<file path="src/rtl/core/eprs_pkg.sv">
// Shared types, constants and microcode ROM of the exact power root solver.
`default_nettype none

package eprs_pkg;

    localparam int VALUE_BITS_DEF = 63;
    localparam int ACC_W          = 63;
    localparam int CAND_W         = 32;
    localparam int PROD_W         = 2 * CAND_W;
    localparam int SUM_W          = ACC_W + CAND_W + 1;
    localparam int BIT_W          = 5;
    localparam int CNT_W          = 6;
    localparam int UPC_W          = 5;

    typedef logic [UPC_W-1:0] upc_t;

    typedef enum logic [1:0] {
        STS_SOLVED     = 2'd0,
        STS_BAD_TWOPOW = 2'd1,
        STS_NO_ROOT    = 2'd2,
        STS_ROOT_SMALL = 2'd3
    } status_t;

    typedef enum logic [3:0] {
        OP_NOP,
        OP_LOAD,
        OP_REM,
        OP_ROOT_REM,
        OP_TRIAL,
        OP_MUL_LO,
        OP_MUL_HI,
        OP_ACC,
        OP_NEXT_BIT,
        OP_KEEP,
        OP_VINIT,
        OP_SET_S0,
        OP_SET_S1,
        OP_SET_S2,
        OP_SET_S3,
        OP_EMIT
    } op_t;

    typedef enum logic [3:0] {
        C_NEVER,
        C_ALWAYS,
        C_NO_ACCEPT,
        C_TWOM_BAD,
        C_N_ZERO,
        C_N_ONE,
        C_CNT_ZERO,
        C_NOT_OVER,
        C_VERIFY,
        C_BIT_ZERO,
        C_ACC_NE_REM,
        C_ROOT_LT2,
        C_OUT_FREE
    } cond_t;

    typedef struct packed {
        op_t   op;
        cond_t cond;
        upc_t  tgt;
    } ctrl_word_t;

    // Microcode step addresses
    localparam upc_t U_IDLE    = 5'd0;
    localparam upc_t U_REM     = 5'd1;
    localparam upc_t U_DEG     = 5'd2;
    localparam upc_t U_DEG1    = 5'd3;
    localparam upc_t U_TRIAL   = 5'd4;
    localparam upc_t U_MLO     = 5'd5;
    localparam upc_t U_MHI     = 5'd6;
    localparam upc_t U_ACC     = 5'd7;
    localparam upc_t U_TFAIL   = 5'd8;
    localparam upc_t U_BITCHK  = 5'd9;
    localparam upc_t U_NEXT    = 5'd10;
    localparam upc_t U_TPASS   = 5'd11;
    localparam upc_t U_TBACK   = 5'd12;
    localparam upc_t U_VSTART  = 5'd13;
    localparam upc_t U_VCHK    = 5'd14;
    localparam upc_t U_FIN     = 5'd15;
    localparam upc_t U_SOLVED  = 5'd16;
    localparam upc_t U_F1      = 5'd17;
    localparam upc_t U_F2      = 5'd18;
    localparam upc_t U_F3      = 5'd19;
    localparam upc_t U_EMIT    = 5'd20;
    localparam upc_t U_EWAIT   = 5'd21;

    // Jump to tgt when cond holds, else fall through to the next step.
    function automatic ctrl_word_t ucode_rom(input upc_t addr);
        ctrl_word_t w;
        w = '{op: OP_NOP, cond: C_ALWAYS, tgt: U_IDLE};
        case (addr)
            U_IDLE:   w = '{op: OP_LOAD,     cond: C_NO_ACCEPT,  tgt: U_IDLE};
            U_REM:    w = '{op: OP_REM,      cond: C_TWOM_BAD,   tgt: U_F1};
            U_DEG:    w = '{op: OP_NOP,      cond: C_N_ZERO,     tgt: U_F2};
            U_DEG1:   w = '{op: OP_ROOT_REM, cond: C_N_ONE,      tgt: U_FIN};
            U_TRIAL:  w = '{op: OP_TRIAL,    cond: C_NEVER,      tgt: U_IDLE};
            U_MLO:    w = '{op: OP_MUL_LO,   cond: C_CNT_ZERO,   tgt: U_TPASS};
            U_MHI:    w = '{op: OP_MUL_HI,   cond: C_NEVER,      tgt: U_IDLE};
            U_ACC:    w = '{op: OP_ACC,      cond: C_NOT_OVER,   tgt: U_MLO};
            U_TFAIL:  w = '{op: OP_NOP,      cond: C_VERIFY,     tgt: U_F2};
            U_BITCHK: w = '{op: OP_NOP,      cond: C_BIT_ZERO,   tgt: U_VSTART};
            U_NEXT:   w = '{op: OP_NEXT_BIT, cond: C_ALWAYS,     tgt: U_TRIAL};
            U_TPASS:  w = '{op: OP_KEEP,     cond: C_VERIFY,     tgt: U_VCHK};
            U_TBACK:  w = '{op: OP_NOP,      cond: C_ALWAYS,     tgt: U_BITCHK};
            U_VSTART: w = '{op: OP_VINIT,    cond: C_ALWAYS,     tgt: U_MLO};
            U_VCHK:   w = '{op: OP_NOP,      cond: C_ACC_NE_REM, tgt: U_F2};
            U_FIN:    w = '{op: OP_NOP,      cond: C_ROOT_LT2,   tgt: U_F3};
            U_SOLVED: w = '{op: OP_SET_S0,   cond: C_ALWAYS,     tgt: U_EMIT};
            U_F1:     w = '{op: OP_SET_S1,   cond: C_ALWAYS,     tgt: U_EMIT};
            U_F2:     w = '{op: OP_SET_S2,   cond: C_ALWAYS,     tgt: U_EMIT};
            U_F3:     w = '{op: OP_SET_S3,   cond: C_NEVER,      tgt: U_IDLE};
            U_EMIT:   w = '{op: OP_EMIT,     cond: C_OUT_FREE,   tgt: U_IDLE};
            U_EWAIT:  w = '{op: OP_NOP,      cond: C_ALWAYS,     tgt: U_EMIT};
            default:  w = '{op: OP_NOP,      cond: C_ALWAYS,     tgt: U_IDLE};
        endcase
        return w;
    endfunction

endpackage

`default_nettype wire

</file>
<file path="src/rtl/core/exact_power_root_solver_core.sv">
// Top level of the exact power root solver: microcode sequencer and datapath.
//
// Usage: each input item (p, m, n) on s_* is solved for p = 2^m + q^n. One
// result item (m_root_value, m_status) comes out on m_* for every input item,
// in order. Status 0 means solved and carries q; 1 means 2^m does not fit or
// is not below p; 2 means no exact n-th root or n is zero; 3 means the root
// is below two. On any nonzero status the root is zero.
// A rejected 2^m, degree zero and degree one skip the root search. For n >= 2
// the root is built over 32 candidate bits; each multiply runs a low and a
// high 32x32 partial product and a 96-bit add/compare on one shared
// multiplier, each candidate adds sequencing steps, and a candidate stops
// early on overflow.
// One item is worked on at a time: s_ready is high only in the idle step, so a
// new item can be accepted from the cycle after the previous result is issued.
// The result sits in an output register: a stalled receiver holds it there,
// and the next item is accepted while it waits; the sequencer only stops at
// its emit step if the previous result has not yet been taken.
// Reset (aresetn low at a clock edge) returns the sequencer to idle and
// drops any pending result.
`default_nettype none

module exact_power_root_solver_core
    import eprs_pkg::*;
#(
    parameter int VALUE_BITS = VALUE_BITS_DEF
) (
    input  wire              aclk,
    input  wire              aresetn,
    input  wire              s_valid,
    output logic             s_ready,
    input  wire  [ACC_W-1:0] s_target_value,
    input  wire  [5:0]       s_two_exponent,
    input  wire  [5:0]       s_root_degree,
    output logic             m_valid,
    input  wire              m_ready,
    output logic [ACC_W-1:0] m_root_value,
    output logic [1:0]       m_status
);

    // Sequencer
    upc_t       upc_reg, upc_next;
    ctrl_word_t cw;

    // Datapath registers
    logic [VALUE_BITS-1:0] p_reg, p_next;
    logic [VALUE_BITS-1:0] rem_reg, rem_next;
    logic [5:0]            m_reg, m_next;
    logic [CNT_W-1:0]      n_reg, n_next;
    logic [CNT_W-1:0]      cnt_reg, cnt_next;
    logic [BIT_W-1:0]      bit_reg, bit_next;
    logic [CAND_W-1:0]     cand_reg, cand_next;
    logic [ACC_W-1:0]      acc_reg, acc_next;
    logic [ACC_W-1:0]      res_reg, res_next;
    logic [PROD_W-1:0]     plo_reg, plo_next;
    logic [ACC_W-1:0]      phi_reg, phi_next;
    logic                  verify_reg, verify_next;
    status_t               sts_reg, sts_next;

    // Output register
    logic             m_valid_reg, m_valid_next;
    logic [ACC_W-1:0] m_root_reg, m_root_next;
    status_t          m_status_reg, m_status_next;

    // Combinational datapath
    logic [VALUE_BITS-1:0] two_m;
    logic                  twom_bad;
    logic [CAND_W-1:0]     mul_a;
    logic [PROD_W-1:0]     prod;
    logic [SUM_W-1:0]      sum;
    logic                  over;
    logic                  out_free;
    logic                  cond_hit;

    assign cw = ucode_rom(upc_reg);

    assign two_m    = {{(VALUE_BITS-1){1'b0}}, 1'b1} << m_reg;
    assign twom_bad = (int'(m_reg) >= VALUE_BITS) || (two_m >= p_reg);

    // Shared 32x32 multiplier: low or high half of the accumulator times cand.
    assign mul_a = (cw.op == OP_MUL_HI) ? CAND_W'(acc_reg[ACC_W-1:CAND_W])
                                        : acc_reg[CAND_W-1:0];
    assign prod  = PROD_W'(mul_a) * PROD_W'(cand_reg);

    // Recombine the partial products and test against the remainder.
    assign sum  = {1'b0, phi_reg, {CAND_W{1'b0}}} + {{(SUM_W-PROD_W){1'b0}}, plo_reg};
    assign over = sum > SUM_W'(rem_reg);

    assign out_free = !m_valid_reg || m_ready;

    always_comb begin
        case (cw.cond)
            C_NEVER:      cond_hit = 1'b0;
            C_ALWAYS:     cond_hit = 1'b1;
            C_NO_ACCEPT:  cond_hit = !s_valid;
            C_TWOM_BAD:   cond_hit = twom_bad;
            C_N_ZERO:     cond_hit = (n_reg == '0);
            C_N_ONE:      cond_hit = (n_reg == CNT_W'(1));
            C_CNT_ZERO:   cond_hit = (cnt_reg == '0);
            C_NOT_OVER:   cond_hit = !over;
            C_VERIFY:     cond_hit = verify_reg;
            C_BIT_ZERO:   cond_hit = (bit_reg == '0);
            C_ACC_NE_REM: cond_hit = (acc_reg != ACC_W'(rem_reg));
            C_ROOT_LT2:   cond_hit = (res_reg < ACC_W'(2));
            C_OUT_FREE:   cond_hit = out_free;
            default:      cond_hit = 1'b0;
        endcase
    end

    assign upc_next = cond_hit ? cw.tgt : upc_reg + UPC_W'(1);
    assign s_ready  = (cw.op == OP_LOAD);

    // Next values of the datapath, one micro-operation per step
    always_comb begin
        p_next        = p_reg;
        rem_next      = rem_reg;
        m_next        = m_reg;
        n_next        = n_reg;
        cnt_next      = cnt_reg;
        bit_next      = bit_reg;
        cand_next     = cand_reg;
        acc_next      = acc_reg;
        res_next      = res_reg;
        plo_next      = plo_reg;
        phi_next      = phi_reg;
        verify_next   = verify_reg;
        sts_next      = sts_reg;
        m_valid_next  = m_valid_reg && !m_ready;
        m_root_next   = m_root_reg;
        m_status_next = m_status_reg;
        case (cw.op)
            OP_LOAD: begin
                p_next = s_target_value[VALUE_BITS-1:0];
                m_next = s_two_exponent;
                n_next = s_root_degree;
            end
            OP_REM: begin
                rem_next = p_reg - two_m;
            end
            OP_ROOT_REM: begin
                // degree one: root is the remainder; else clear for the search
                res_next    = (n_reg == CNT_W'(1)) ? ACC_W'(rem_reg) : '0;
                bit_next    = '1;
                verify_next = 1'b0;
            end
            OP_TRIAL: begin
                cand_next = res_reg[CAND_W-1:0] | (CAND_W'(1) << bit_reg);
                acc_next  = ACC_W'(1);
                cnt_next  = n_reg;
            end
            OP_MUL_LO: begin
                plo_next = prod;
            end
            OP_MUL_HI: begin
                phi_next = prod[ACC_W-1:0];
            end
            OP_ACC: begin
                acc_next = sum[ACC_W-1:0];
                cnt_next = cnt_reg - CNT_W'(1);
            end
            OP_NEXT_BIT: begin
                bit_next = bit_reg - BIT_W'(1);
            end
            OP_KEEP: begin
                if (!verify_reg) begin
                    res_next = ACC_W'(cand_reg);
                end
            end
            OP_VINIT: begin
                verify_next = 1'b1;
                cand_next   = res_reg[CAND_W-1:0];
                acc_next    = ACC_W'(1);
                cnt_next    = n_reg;
            end
            OP_SET_S0: sts_next = STS_SOLVED;
            OP_SET_S1: sts_next = STS_BAD_TWOPOW;
            OP_SET_S2: sts_next = STS_NO_ROOT;
            OP_SET_S3: sts_next = STS_ROOT_SMALL;
            OP_EMIT: begin
                if (out_free) begin
                    m_valid_next  = 1'b1;
                    m_root_next   = (sts_reg == STS_SOLVED) ? res_reg : '0;
                    m_status_next = sts_reg;
                end
            end
            default: begin
            end
        endcase
    end

    // Control state
    always_ff @(posedge aclk) begin
        if (!aresetn) begin
            upc_reg     <= U_IDLE;
            m_valid_reg <= 1'b0;
        end else begin
            upc_reg     <= upc_next;
            m_valid_reg <= m_valid_next;
        end
    end

    // Payload
    always_ff @(posedge aclk) begin
        p_reg        <= p_next;
        rem_reg      <= rem_next;
        m_reg        <= m_next;
        n_reg        <= n_next;
        cnt_reg      <= cnt_next;
        bit_reg      <= bit_next;
        cand_reg     <= cand_next;
        acc_reg      <= acc_next;
        res_reg      <= res_next;
        plo_reg      <= plo_next;
        phi_reg      <= phi_next;
        verify_reg   <= verify_next;
        sts_reg      <= sts_next;
        m_root_reg   <= m_root_next;
        m_status_reg <= m_status_next;
    end

    assign m_valid      = m_valid_reg;
    assign m_root_value = m_root_reg;
    assign m_status     = m_status_reg;

`ifndef NO_ASSERTIONS
    // A new result only appears out of the emit step.
    a_emit_source: assert property (@(posedge aclk) disable iff (!aresetn)
        $rose(m_valid) |-> $past(upc_reg == U_EMIT))
        else $error("result appeared outside the emit step");

    // An accepted item always starts the remainder step next.
    a_accept_start: assert property (@(posedge aclk) disable iff (!aresetn)
        (s_valid && s_ready) |=> (upc_reg == U_REM))
        else $error("accepted item did not start the sequence");

    // A solved result carries a root of at least two; others carry zero.
    a_root_field: assert property (@(posedge aclk) disable iff (!aresetn)
        m_valid |-> ((m_status == STS_SOLVED) ? (m_root_value >= ACC_W'(2))
                                              : (m_root_value == '0)))
        else $error("root field inconsistent with status");

    // The running power never exceeds the remainder at a multiply step.
    a_acc_bound: assert property (@(posedge aclk) disable iff (!aresetn)
        (upc_reg == U_MLO) |-> (acc_reg <= ACC_W'(rem_reg)))
        else $error("running power exceeded the remainder");
`endif

endmodule

`default_nettype wire

</file>
<file path="config.mk">
export PLATFORM = sky130hd
export DESIGN_NAME = exact_power_root_solver_core
export DESIGN_NICKNAME = d
export VERILOG_FILES = /design/src/rtl/core/eprs_pkg.sv /design/src/rtl/core/exact_power_root_solver_core.sv
export SDC_FILE = /design/constraint.sdc
export NUM_CORES = 2
export LEC_CHECK = 0
export BUFFER_PORTS_ARGS = -buffer_cell sky130_fd_sc_hd__buf_2
export CORE_ASPECT_RATIO = 1.5
export CORE_MARGIN = 1.5
export CORE_UTILIZATION = 65
export CTS_BUF_LIST = sky130_fd_sc_hd__clkbuf_4
export CTS_CLUSTER_SIZE = 10
export DETAILED_ROUTE_END_ITERATION = 7
export PLACE_DENSITY_LB_ADDON = 0.12
export SLEW_MARGIN = 10
export SYNTH_ARGS = -nofsm -noshare
export SYNTH_HDL_FRONTEND = slang
export SYNTH_SLANG_ARGS = --single-unit
</file>
<file path="constraint.sdc">
create_clock -name aclk -period 22.6 [get_ports aclk]
set_input_delay 6.78 -clock aclk [delete_from_list [all_inputs] [get_ports aclk]]
set_output_delay 6.78 -clock aclk [all_outputs]
set_load 0.005 [all_outputs]
</file>
# Word-level counts from Yosys, hierarchy flattened
# Memory sizes are Yosys's and may differ from the RTL's. A register that Yosys moved wholly into a read port is not among the register bits.
# Index checks and enable logic that the tools add are counted.
[word_totals]
output_inout_bits = 67
input_bits = 79
romBits = 416
register_bits = 508
elab_cells = 96
memories = 1
[op_classes]
order_cmp = 4
eq_ne = 30
add_sub_neg = 5
n_mul = 1
bitwise = 1
shifts = 2
n_mux = 15
reduce_logical = 20
[mem_list]
columns = ["name", "words", "width", "read_ports", "rd_ports_with_merged_regs", "wr", "line_no", "source"]
rows = [
  ["(name not given)", 32, 13, 1, 1, 0, "eprs_pkg.sv:93", "case (addr)"],
]
[ops]
columns = ["cell", "n"]
rows = [
  ["$pmux W63 S2", 2],
  ["$mux W63", 2],
  ["$add A95 B64 Y96", 1],
  ["$gt A96 B63 Y1", 1],
  ["$mul A32 B32 Y64", 1],
  ["$pmux W32 S2", 1],
  ["$ge A63 B63 Y1", 1],
  ["$lt A63 B2 Y1 const B", 1],
  ["$ne A63 B63 Y1", 1],
  ["$shl A1 B6 Y63 const A", 1],
  ["$sub A63 B63 Y63", 1],
  ["$eq A4 B4 Y1 const B", 13],
  ["$eq A4 B3 Y1 const B", 8],
  ["$mux W32", 1],
  ["$or A32 B32 Y32", 1],
  ["$shl A1 B5 Y32 const A", 1],
  ["$eq A4 B2 Y1 const B", 4],
  ["$logic_not A6 Y1", 2],
  ["$pmux W1 S12", 1],
  ["$pmux W6 S2", 1],
  ["$mux W5", 2],
  ["$pmux W5 S2", 1],
  ["$reduce_bool A2 Y1", 5],
  ["$eq A4 B1 Y1 const B", 2],
  ["other kinds (17)", 23],
]

# Logic depth before layout (Yosys ltp)
[logic_depth]
ltp_word = 6
depth_mapped = 39
mapped_depth_nobuf = 36

# Worst setup path before layout
# OpenSTA, ideal clock, no wires.
[synth_timing]
kind = "register to output"
startpoint = "register cw[10] (netlist name)"
endpoint = "output s_ready"
arrival_time_ns = 5.864
stages_incl_launch_ff = 4
path_buffers = 1
setup_slack_ns = 9.956
required_time_ns = 15.820
cell_sequence = "dfxtp_1 -> clkbuf_1 -> nand2b_1 -> nor3_1"
[synth_via]
elab_chain_cells = 1
[synth_rtl]
columns = ["item", "line_no", "source"]
rows = [
  ["$eq A4 B1 Y1", "exact_power_root_solver_core.sv:110", "assign s_ready = (cw.op == OP_LOAD);"],
  ["end: declaration", "exact_power_root_solver_core.sv:30", "output logic s_ready,"],
]
# Every way passes these cells.

# Worst setup path after layout
[layout_timing]
startpoint = "register cw[11] (netlist name)"
endpoint = "register phi_reg[61] (data pin)"
[layout_via]
elab_chain_cells = 3
[layout_rtl]
columns = ["item", "line_no", "source"]
rows = [
  ["$eq A4 B3 Y1", "exact_power_root_solver_core.sv:80", "assign mul_a = (cw.op == OP_MUL_HI) ? CAND_W'(acc_reg[ACC_W-1:CAND_W])"],
  ["$mux W32", "exact_power_root_solver_core.sv:80", ""],
  ["$mul A32 B32 Y64", "exact_power_root_solver_core.sv:82", "assign prod = PROD_W'(mul_a) * PROD_W'(cand_reg);"],
  ["via prod[61]", "exact_power_root_solver_core.sv:68", "logic [PROD_W-1:0] prod;"],
  ["end signal: assignment", "exact_power_root_solver_core.sv:213", "phi_reg <= phi_next;"],
  ["end: declaration", "exact_power_root_solver_core.sv:55", "logic [ACC_W-1:0] phi_reg, phi_next;"],
]
# The timed path passes the listed nets, and every way through them passes these cells.
# A chain may end at the register's enable or synchronous reset.

==> run metrics <==
clock-pin slew on the worst setup and hold paths=0.08 ns; run status=complete, no violations; gr usage total=0.454; core area=92700 um^2; Min Hold Slack=0.482 ns; commonest non-fill, non-tap cell in the layout=inv_1; critical path required time=23.34 ns; first-pass GRT wire length=309000 um; leading area contributor after synthesis=fa_1; Final Max Slew Viols=0; DRT Pass-1 Iters=8; Distinct cells, synth=85; RSZ-0062 raised after global routing=false; Sequential Area=15500 um^2; asr flop ratio synth=0; cts-stage hold buffer count=0; critical path startpoint category=register; WL per Instance=28.3 um; Layout area overhead=5.65%; CP max-delay cell=mux2_2; Detail Route Antenna Nets=0; Num CTS Buffers=110; Row Count=137; Setup Fix Bufs, Post-CTS=0; sequential element share of the synthesized area=0.254; Hold Fails Final Rpt=0; Net count, final=7485; multi-input logic area=40500 um^2; Final Skew=0.0678 ns; share of the synthesized area in the top cell type=0.296; final instance area=64200 um^2; H-tree depth=3; Mapped Cells=6035; Clock Tree Buf Depth=3; fin crit share=0.536; pre-CTS WS=10.59 ns; Mapped Nets=7444; Hold WC Path Type=reg -> reg; Max Freq=82.5 MHz; Slowest Stage Delay on Critical Path=0.85 ns; vias per inst=6.20; worst-path fanout max=51; CP dominant cell by count=fa_1; clock latency on the worst-skew pair=1.01 ns; final WL=211000 um; max reg flops=64; die width=253 um; detailed placement HPWL=162000 um; Yosys reg bits=521; GP Congestion=1.06; commonest non-fill, non-tap cells in the layout=inv_1, fa_1, and2_1, nand2_1, edfxtp_1; CP Class=reg -> reg; fill count=7122; CTS tree=built; I/O Pins=146; Vias=46100; CTS Sinks=521; Final min period=12.12 ns; Data arrival, critical path=12.85 ns; largest net degree at the start of global routing=96; Max transition margin=0.0753; initial core utilization=0.655; vias in the first global route=49000; Ys Warns=0; synth top area cells=fa_1, edfxtp_1, ha_1, and2_1, inv_1; post-CTS sizing=0; Die Y=377 um; final worst-path setup slack=10.48 ns; Synth Area per Inst=10.1 um^2; die area=95300 um^2; DP Area=62500 um^2; Port Buffers=145; Post-synth EDFFs=502; Initial DRC Count=3676; Primary FF master, synth=edfxtp_1; setup_tns=0 ns; max_cap viols=0; initial antenna violation count=17; share of layout cells above drive strength 1=0.0767; drt drc=0; Root Buffer=clkbuf_4; Crit. End Element=register; area of the mapped netlist=60700 um^2; grt total ovfl=0; Worst Tran Pin Value=1.38 ns; endpoints failing setup=0
[synthesized netlist by cell type (all sizes together), types with 12 or more instances]
master,number
inv,1002
fa,898
and2,664
nand2,640
edfxtp,502
ha,432
clkbuf,269
a21oi,186
xnor2,169
nor2,148
o21ai,126
a21o,100
nand3,99
nor2b,93
nor3,76
nand4,67
o21bai,56
xor2,53
o31ai,47
mux2,40
o21a,34
nand2b,32
nor4,29
and3,21
dfxtp,19
buf,18
a211oi,17
a31oi,17
o211ai,13
or4,12
[final timing paths]
path           from  slack [ns]           to  cells past startpoint
max          cw[11]       10.48  phi_reg[61]                     35
min           cw[0]        0.48   upc_reg[0]                      2
max reg2reg  cw[11]       10.48  phi_reg[61]                     35
min reg2reg   cw[0]        0.48   upc_reg[0]                      2
[routing by layer]
metal  routed length (um)  up-vias  part of all wire  GRT usage
li1                     -    19600                 -          -
met1                64700    22900              0.31      0.452
met2               103000     2552              0.49      0.756
met3                17800     1054             0.084      0.119
met4                25600        4              0.12      0.450
met5                   30        -           0.00014          0
[critical path: cells and delay by family, from the launching register on]
| family | cells | cell delay (ns) |
|---|---|---|
| compound gates | 12 | 3.02 |
| flops | 1 | 0.56 |
| fa+ha+maj | 9 | 4.71 |
| simple gates | 5 | 0.80 |
| xor+xnor | 1 | 0.17 |
| mux | 1 | 0.85 |
| buf+inv | 7 | 1.59 |
[cell families after synthesis]
group | share of synthesized area
mux | 0.00892
simple gates | 0.164
xor+xnor | 0.0320
fa+ha+maj | 0.385
buf+inv | 0.0803
flops | 0.254
compound gates | 0.0755
[cell type report]
class | count | share of cell area
multi-input combinational | 4225 | 0.631
sequential | 521 | 0.241
inverter | 1002 | 0.0586
tap | 1251 | 0.0244
timing repair buffer | 216 | 0.0196
clock buffer | 139 | 0.0163
clock inverter | 64 | 0.00838
antenna | 22 | 0.000858
[per-stage QoR]
step	util	instances
CTS	0.691	7418
global route	0.692	7429
detailed placement	0.674	7215
global placement	0.674	7215
floorplan	-	6035
finish	0.692	7440
Power is left out: the tool's default activity adds up to more than one toggle a clock period on the data nets, which glitch-free logic cannot reach.
